`src/rtl/nstdl_pkg.sv`:
```
package nstdl_pkg;

  localparam int unsigned IdW    = 16;
  localparam int unsigned NameW  = 4;
  localparam int unsigned TblSize = 16;

  localparam logic OP_REGISTER = 1'b0;
  localparam logic OP_LOOKUP   = 1'b1;

  typedef enum logic [1:0] {
    ST_IDLE,
    ST_EXEC,
    ST_READ,
    ST_SEND
  } nstdl_state_e;

  typedef enum logic [1:0] {
    SEL_REG,
    SEL_LOOK,
    SEL_DRAIN
  } nstdl_sel_e;

  typedef struct packed {
    logic       load;
    logic       tbl_wr;
    logic       dec_left;
    logic       push;
    logic       pop;
    logic       emit;
    nstdl_sel_e sel;
    logic       last;
  } nstdl_cmd_t;

  typedef struct packed {
    logic is_lookup;
    logic started;
    logic releasing;
    logic fifo_full;
    logic fifo_empty;
    logic out_free;
  } nstdl_sts_t;

endpackage

```
`src/rtl/name_table_with_deferred_lookup.sv`:
```
// Name table: maps a 4-bit name to the 16-bit task id that registered it.
// A register word (tuser 0) stores sender_id and replies with it; a lookup
// word (tuser 1) replies with the stored id. Until NAME_COUNT registrations
// have arrived, lookups are queued in a PENDING_DEPTH-entry FIFO memory
// (dropped when it is full); the registration that completes the count
// replies first and then releases the queued lookups in order, the last
// reply flagged by tlast. A word is accepted in IDLE and executed against
// the table in EXEC; a releasing registration then passes each queued
// lookup through a registered FIFO memory read (READ) and a table read into
// the output register (SEND). Output backpressure stalls the reply steps.
module name_table_with_deferred_lookup
  import nstdl_pkg::*;
#(
  parameter int unsigned NAME_COUNT    = 16,
  parameter int unsigned PENDING_DEPTH = 32
) (
  input  logic        clk_i,
  input  logic        rst_ni,
  input  logic        s_axis_tvalid,
  output logic        s_axis_tready,
  input  logic [23:0] s_axis_tdata,   // sender_id[15:0], name_index[19:16], zero[23:20]
  input  logic        s_axis_tuser,   // operation
  output logic        m_axis_tvalid,
  input  logic        m_axis_tready,
  output logic [31:0] m_axis_tdata,   // reply_to[15:0], reply_value[31:16]
  output logic        m_axis_tlast
);

  nstdl_cmd_t cmd;
  nstdl_sts_t sts;

  nstdl_ctrl u_ctrl (
    .clk_i      (clk_i),
    .rst_ni     (rst_ni),
    .in_valid_i (s_axis_tvalid),
    .in_ready_o (s_axis_tready),
    .sts_i      (sts),
    .cmd_o      (cmd)
  );

  nstdl_dp #(
    .NAME_COUNT    (NAME_COUNT),
    .PENDING_DEPTH (PENDING_DEPTH)
  ) u_dp (
    .clk_i         (clk_i),
    .rst_ni        (rst_ni),
    .cmd_i         (cmd),
    .sts_o         (sts),
    .op_i          (s_axis_tuser),
    .sender_i      (s_axis_tdata[15:0]),
    .name_i        (s_axis_tdata[19:16]),
    .out_valid_o   (m_axis_tvalid),
    .out_ready_i   (m_axis_tready),
    .reply_to_o    (m_axis_tdata[15:0]),
    .reply_value_o (m_axis_tdata[31:16]),
    .last_o        (m_axis_tlast)
  );

  a_push_not_full: assert property (@(posedge clk_i) disable iff (!rst_ni)
    cmd.push |-> !sts.fifo_full)
    else $error("push into full queue");

  a_emit_free: assert property (@(posedge clk_i) disable iff (!rst_ni)
    cmd.emit |-> sts.out_free)
    else $error("reply overwrites pending output word");

  a_one_at_a_time: assert property (@(posedge clk_i) disable iff (!rst_ni)
    (s_axis_tvalid && s_axis_tready) |=> !s_axis_tready)
    else $error("second word taken while one is in work");

  a_pop_nonempty: assert property (@(posedge clk_i) disable iff (!rst_ni)
    cmd.pop |-> !sts.fifo_empty)
    else $error("pop from empty queue");

endmodule

```
`src/rtl/nstdl_ctrl.sv`:
```
module nstdl_ctrl
  import nstdl_pkg::*;
(
  input  logic       clk_i,
  input  logic       rst_ni,
  input  logic       in_valid_i,
  output logic       in_ready_o,
  input  nstdl_sts_t sts_i,
  output nstdl_cmd_t cmd_o
);

  nstdl_state_e state_q, state_d;

  always_ff @(posedge clk_i or negedge rst_ni) begin
    if (!rst_ni) begin
      state_q <= ST_IDLE;
    end else begin
      state_q <= state_d;
    end
  end

  always_comb begin
    state_d = state_q;
    unique case (state_q)
      ST_IDLE: begin
        if (in_valid_i) state_d = ST_EXEC;
      end
      ST_EXEC: begin
        if (sts_i.is_lookup) begin
          if (!sts_i.started || sts_i.out_free) state_d = ST_IDLE;
        end else if (sts_i.out_free) begin
          state_d = (!sts_i.started && sts_i.releasing) ? ST_READ : ST_IDLE;
        end
      end
      ST_READ: state_d = ST_SEND;
      ST_SEND: begin
        if (sts_i.out_free) state_d = sts_i.fifo_empty ? ST_IDLE : ST_READ;
      end
      default: state_d = ST_IDLE;
    endcase
  end

  always_comb begin
    cmd_o      = '0;
    cmd_o.sel  = SEL_REG;
    in_ready_o = 1'b0;
    unique case (state_q)
      ST_IDLE: begin
        in_ready_o = 1'b1;
        cmd_o.load = in_valid_i;
      end
      ST_EXEC: begin
        if (sts_i.is_lookup) begin
          if (sts_i.started) begin
            cmd_o.emit = sts_i.out_free;
            cmd_o.sel  = SEL_LOOK;
            cmd_o.last = 1'b1;
          end else begin
            cmd_o.push = !sts_i.fifo_full;
          end
        end else if (sts_i.out_free) begin
          cmd_o.tbl_wr   = 1'b1;
          cmd_o.emit     = 1'b1;
          cmd_o.sel      = SEL_REG;
          cmd_o.dec_left = !sts_i.started;
          cmd_o.last     = sts_i.started || !sts_i.releasing;
        end
      end
      ST_READ: cmd_o.pop = 1'b1;
      ST_SEND: begin
        cmd_o.emit = sts_i.out_free;
        cmd_o.sel  = SEL_DRAIN;
        cmd_o.last = sts_i.fifo_empty;
      end
      default: cmd_o = '0;
    endcase
  end

endmodule

```
`src/rtl/nstdl_dp.sv`:
```
module nstdl_dp
  import nstdl_pkg::*;
#(
  parameter int unsigned NAME_COUNT    = 16,
  parameter int unsigned PENDING_DEPTH = 32
) (
  input  logic             clk_i,
  input  logic             rst_ni,
  input  nstdl_cmd_t       cmd_i,
  output nstdl_sts_t       sts_o,
  input  logic             op_i,
  input  logic [IdW-1:0]   sender_i,
  input  logic [NameW-1:0] name_i,
  output logic             out_valid_o,
  input  logic             out_ready_i,
  output logic [IdW-1:0]   reply_to_o,
  output logic [IdW-1:0]   reply_value_o,
  output logic             last_o
);

  localparam int unsigned LeftW = $clog2(NAME_COUNT + 1);
  localparam int unsigned CntW  = $clog2(PENDING_DEPTH + 1);
  localparam int unsigned PtrW  = (PENDING_DEPTH > 1) ? $clog2(PENDING_DEPTH) : 1;

  logic             op_q;
  logic [IdW-1:0]   sender_q;
  logic [NameW-1:0] name_q;

  logic [IdW-1:0]   tbl_q [TblSize];
  logic [LeftW-1:0] left_q;
  logic [CntW-1:0]  count_q;
  logic [PtrW-1:0]  head_q, tail_q;

  logic [IdW+NameW-1:0] mem [PENDING_DEPTH];
  logic [IdW+NameW-1:0] rd_q;

  logic             out_valid_q;
  logic [IdW-1:0]   reply_to_q, reply_value_q;
  logic             last_q;

  logic [NameW-1:0] rd_name;
  logic [IdW-1:0]   rd_client;
  logic [NameW-1:0] tbl_addr;
  logic [IdW-1:0]   tbl_rd;
  logic [IdW-1:0]   to_d, value_d;

  function automatic logic [PtrW-1:0] ptr_next(input logic [PtrW-1:0] p);
    ptr_next = (p == PtrW'(PENDING_DEPTH - 1)) ? '0 : p + PtrW'(1);
  endfunction

  assign rd_client = rd_q[IdW-1:0];
  assign rd_name   = rd_q[IdW+NameW-1:IdW];
  assign tbl_addr  = (cmd_i.sel == SEL_DRAIN) ? rd_name : name_q;
  assign tbl_rd    = tbl_q[tbl_addr];

  assign sts_o.is_lookup  = (op_q == OP_LOOKUP);
  assign sts_o.started    = (left_q == '0);
  assign sts_o.releasing  = (left_q == LeftW'(1)) && (count_q != '0);
  assign sts_o.fifo_full  = (count_q == CntW'(PENDING_DEPTH));
  assign sts_o.fifo_empty = (count_q == '0);
  assign sts_o.out_free   = !out_valid_q || out_ready_i;

  always_ff @(posedge clk_i) begin
    if (cmd_i.load) begin
      op_q     <= op_i;
      sender_q <= sender_i;
      name_q   <= name_i;
    end
  end

  always_ff @(posedge clk_i or negedge rst_ni) begin
    if (!rst_ni) begin
      for (int i = 0; i < TblSize; i++) tbl_q[i] <= '0;
    end else if (cmd_i.tbl_wr) begin
      tbl_q[name_q] <= sender_q;
    end
  end

  always_ff @(posedge clk_i or negedge rst_ni) begin
    if (!rst_ni) begin
      left_q  <= LeftW'(NAME_COUNT);
      count_q <= '0;
      head_q  <= '0;
      tail_q  <= '0;
    end else begin
      if (cmd_i.dec_left) left_q <= left_q - LeftW'(1);
      if (cmd_i.push) begin
        tail_q  <= ptr_next(tail_q);
        count_q <= count_q + CntW'(1);
      end else if (cmd_i.pop) begin
        head_q  <= ptr_next(head_q);
        count_q <= count_q - CntW'(1);
      end
    end
  end

  always_ff @(posedge clk_i) begin
    if (cmd_i.push) mem[tail_q] <= {name_q, sender_q};
  end

  always_ff @(posedge clk_i) begin
    if (cmd_i.pop) rd_q <= mem[head_q];
  end

  always_comb begin
    case (cmd_i.sel)
      SEL_LOOK: begin
        to_d    = sender_q;
        value_d = tbl_rd;
      end
      SEL_DRAIN: begin
        to_d    = rd_client;
        value_d = tbl_rd;
      end
      default: begin
        to_d    = sender_q;
        value_d = sender_q;
      end
    endcase
  end

  always_ff @(posedge clk_i or negedge rst_ni) begin
    if (!rst_ni) begin
      out_valid_q <= 1'b0;
    end else if (cmd_i.emit) begin
      out_valid_q <= 1'b1;
    end else if (out_ready_i) begin
      out_valid_q <= 1'b0;
    end
  end

  always_ff @(posedge clk_i) begin
    if (cmd_i.emit) begin
      reply_to_q    <= to_d;
      reply_value_q <= value_d;
      last_q        <= cmd_i.last;
    end
  end

  assign out_valid_o   = out_valid_q;
  assign reply_to_o    = reply_to_q;
  assign reply_value_o = reply_value_q;
  assign last_o        = last_q;

endmodule

```
`config.mk`:
```
export PLATFORM = sky130hd
export DESIGN_NAME = name_table_with_deferred_lookup
export DESIGN_NICKNAME = d
export VERILOG_FILES = /design/src/rtl/nstdl_pkg.sv /design/src/rtl/name_table_with_deferred_lookup.sv /design/src/rtl/nstdl_ctrl.sv /design/src/rtl/nstdl_dp.sv
export SDC_FILE = /design/constraint.sdc
export NUM_CORES = 1
export LEC_CHECK = 0
export ABC_AREA = 1
export BUFFER_PORTS_ARGS = -buffer_cell sky130_fd_sc_hd__buf_2
export CORE_MARGIN = 1
export CORE_UTILIZATION = 45
export CTS_BUF_LIST = sky130_fd_sc_hd__clkbuf_16
export CTS_CLUSTER_SIZE = 16
export DETAILED_ROUTE_END_ITERATION = 8
export HOLD_SLACK_MARGIN = 0.03
export PLACE_DENSITY = 0.63
export SLEW_MARGIN = 20
export SYNTH_ARGS = -nofsm -noshare
export SYNTH_HDL_FRONTEND = slang
export SYNTH_SLANG_ARGS = --single-unit
```
`constraint.sdc`:
```
create_clock -name clk_i -period 3.85 [get_ports clk_i]
set_clock_uncertainty 0.05 [all_clocks]
set_input_delay 0 -clock clk_i [delete_from_list [all_inputs] [get_ports clk_i]]
set_output_delay 0 -clock clk_i [all_outputs]
set_load 0.03 [all_outputs]
```
==> metrics.yaml <==
routedWlPerCell_um: 21.16
fin_crit_ns: 2.983
tightest_slew_ns: 1.048
first_pass_iters: 6
timing.fmax_mhz: 335.3
antenna_found_initial: 1
grt_overflow_total: 0
cts.hold.buffers_added: 48
start_util: 0.4541
netlist_instances: 4074
ios: 64
vias: 29860
track_usage: 0.2435
synth_cell_type_count: 34
instances_no_fill: 5472
synth_area_per_cell_um2: 10.40
max_slew_margin: 0.3013
report.final.setup_viol: 0
cp.arrival_ns: 3.46
min_path_cells: 6
min_to: "u_ctrl.state_q[0]$_DFFE_PN0P_"
critPathMaxFanout: 35
ir_worst_vdd_uv: 454.9
multiInputGateArea_um2: 11890
ant_nets: 0
fin_crit_sh: 0.7748
min_from: "s_axis_tvalid"
outcome: "finished, final reports clean"
vias_per_cell: 5.457
seq_area_frac_synth: 0.6713
rr_startpoint: "u_ctrl.state_q[1]$_DFFE_PN0P_"
ff_latch_area_um2: 28460
dieArea_um2: 95400
post_cts_buffers: 0
drive_gt1_frac: 0.08796
critPathLaunchType: "flop"
die_y_um: 308.9
r2r_cells: 11
grt_start_max_net_pins: 171
pwr_density_cell_nw_per_um2: 647.0
diodes: 0
cts-root-buf: "clkbuf_16"
rows: 112
grt_setup_unrepaired: "false"
syn-cell-area_um2: 42380
numCtsBuffers: 101
dp.cells: 5240
dp_hpwl_um: 63270
clockBufferDepth: 3
cap_violations: 0
critPathCaptureType: "flop"
power.total_mw: 30.99
worstPathRequired_ns: 4.33
htreeDepth: 3
finalMaxSlewViolations: 0
hold_path_class: "in -> reg"
drc: 0
syn_to_final_growth_pct: 13.02
p_leak_nw: 19.03
grt_pass1_vias: 28150
r2r_setup_slack_ns: 0.87
cts_resized: 0
finalHoldViolations: 0
routed_wl_um: 115800
worstSetupPathType: "reg -> reg"
portBuffers: 59
clkLatencyLatePin_ns: 0.68
drt_first_iter_violations: 3296
fp.dieW_um: 308.9
cts.sinks: 994
finalWorstSetupSlack_ns: 0.8672
cts_tree: "yes"
fillers: 8298
fin_tns_setup_ns: 0
clk_pin_slew_ns: 0.06
routabilityCongestion: 0.8046
dp_worst_setup_slack_ns: 0.9021
fin_nets: 4181
ys_ff_latch: 994
synth_fp_nets: 4118
ys_warn_count: 0
r2r-end: "u_dp.reply_value_o[0]$_DFFE_PP_"
core_area_um2: 93330
grt_pass1_wl_um: 175000
-- sequential cells by signal, summed over array words and instances, names as in the netlist, 2 cells and up --
name / cells
u_dp.reply_value_o: 16
u_dp.tail_q: 5
u_dp.reply_to_o: 16
u_dp.rd_q: 20
u_dp.name_q: 4
u_dp.left_q: 5
u_dp.sender_q: 16
u_ctrl.state_q: 2
u_dp.tbl_q: 256
u_dp.mem: 640
u_dp.count_q: 6
u_dp.head_q: 5
-- worst max-delay path by stage --
stage	to	startpoint	cells past startpoint	slack, ns
6_report	u_dp.reply_value_o[0]$_DFFE_PP_	u_ctrl.state_q[1]$_DFFE_PN0P_	11	0.87
5_1_grt	u_dp.count_q[3]$_DFFE_PN0P_	u_dp.left_q[0]$_DFFE_PN0P_	15	0.58
3_3_place_gp	u_dp.count_q[5]$_DFFE_PN0P_	u_dp.left_q[0]$_DFFE_PN0P_	17	0.88
2_1_floorplan	u_dp.mem[7][0]$_DFFE_PP_	u_dp.left_q[0]$_DFFE_PN0P_	9	0.63
4_1_cts	u_dp.reply_value_o[0]$_DFFE_PP_	u_ctrl.state_q[1]$_DFFE_PN0P_	11	0.88
3_5_place_dp	u_dp.reply_value_o[0]$_DFFE_PP_	u_ctrl.state_q[1]$_DFFE_PN0P_	11	0.90
-- synth_stat cells --
cell type / count / area (µm²)
o211ai_1: 43 / 322.8
o21ai_2: 2 / 17.52
nand3b_1: 65 / 488.0
dfrtp_1: 279 / 6982
clkinv_1: 2 / 7.510
nor3_1: 11 / 55.05
buf_6: 7 / 78.83
xor2_1: 8 / 70.07
dfstp_2: 1 / 26.28
nand2_1: 1073 / 4028
ha_1: 14 / 175.2
nand3_1: 414 / 2072
edfxtp_1: 714 / 21440
buf_2: 115 / 575.6
buf_1: 14 / 52.55
a21oi_1: 126 / 630.6
a21o_1: 1 / 7.510
nand2_2: 3 / 18.77
nand2_4: 1 / 11.26
clkbuf_1: 129 / 484.2
o31ai_1: 60 / 450.4
inv_1: 248 / 930.9
a31oi_1: 1 / 6.260
nand3_2: 4 / 40.04
buf_4: 4 / 30.03
nand4_1: 12 / 75.07
o21ai_0: 426 / 2132
inv_2: 3 / 11.26
nor2_1: 288 / 1081
nor2_4: 1 / 11.26
o21ai_4: 1 / 16.27
xnor2_1: 1 / 8.760
nor3_2: 2 / 20.02
fa_1: 1 / 20.02
-- critical path, stage by stage (launching register included) --
cell	delay (ns)
dfrtp_1	0.62
nand2_4	0.23
inv_1	0.13
nand2_1	0.07
nand2_2	0.73
buf_4	0.45
nand3_1	0.12
nand3_1	0.09
nand3_1	0.08
nand2_1	0.11
nand2_1	0.06
nand2_1	0.09
-- area by class of cell --
cell class | instances | share of cell area
Tap cell | 1254 | 0.03276
Inverter | 253 | 0.02009
Multi-Input combinational cell | 2558 | 0.2483
Sequential cell | 994 | 0.5941
Clock buffer | 105 | 0.05486
Timing Repair Buffer | 229 | 0.03955
Clock inverter | 79 | 0.01034
-- logic make-up after synthesis --
group | count (synthesis) | synth area share
AOI/OAI and AO/OA | 660 | 0.08456
buffers and inverters | 522 | 0.05123
xor gates and xnor gates | 9 | 0.001860
and+or+nand+nor | 1874 | 0.1864
adders and majority gates | 15 | 0.004606
DFF | 994 | 0.6713
-- routing by layer --
metal  GRT usage  vias to the layer above  routed length, µm
met4     0.07057                        2               2701
met5           0                        -                 13
met3     0.03309                      169               8268
met2      0.3851                     1103              53680
met1      0.3514                    14610              51150
li1            -                    13980                  -
-- power by group --
part | internal [mW] | switching (mW) | total, mW
Combinational | 2.35 | 5.07 | 7.42
Sequential | 13.4 | 0.822 | 14.2
Clock | 5.24 | 4.09 | 9.33
Total | 21.0 | 9.99 | 31.0
-- stage by stage --
stage | utilization | hold WS, ns | area [µm²]
after floorplan | - | -0.3456 | 42380
after global placement | 0.4744 | 0.07321 | 44280
after detailed placement | 0.4744 | 0.06780 | 44280
after CTS | 0.5132 | 0.2032 | 47900
after global routing | 0.5132 | 0.2834 | 47900
final | 0.5132 | 0.2547 | 47900
-- placed cells by master (no fill, tap or decap), drive strengths merged --
cell and instances:
a21o 1, a21oi 126, a31oi 1, buf 182
bufinv 5, clkbuf 105, clkinv 34, clkinvlp 4
dfrtp 279, dfstp 1, dlygate4sd3 47, edfxtp 714
fa 1, ha 14, inv 289, nand2 1077
nand3 418, nand3b 65, nand4 12, nor2 289
nor3 13, o211ai 43, o21ai 429, o31ai 60
xnor2 1, xor2 8
(Power assumes the default switching activity.)
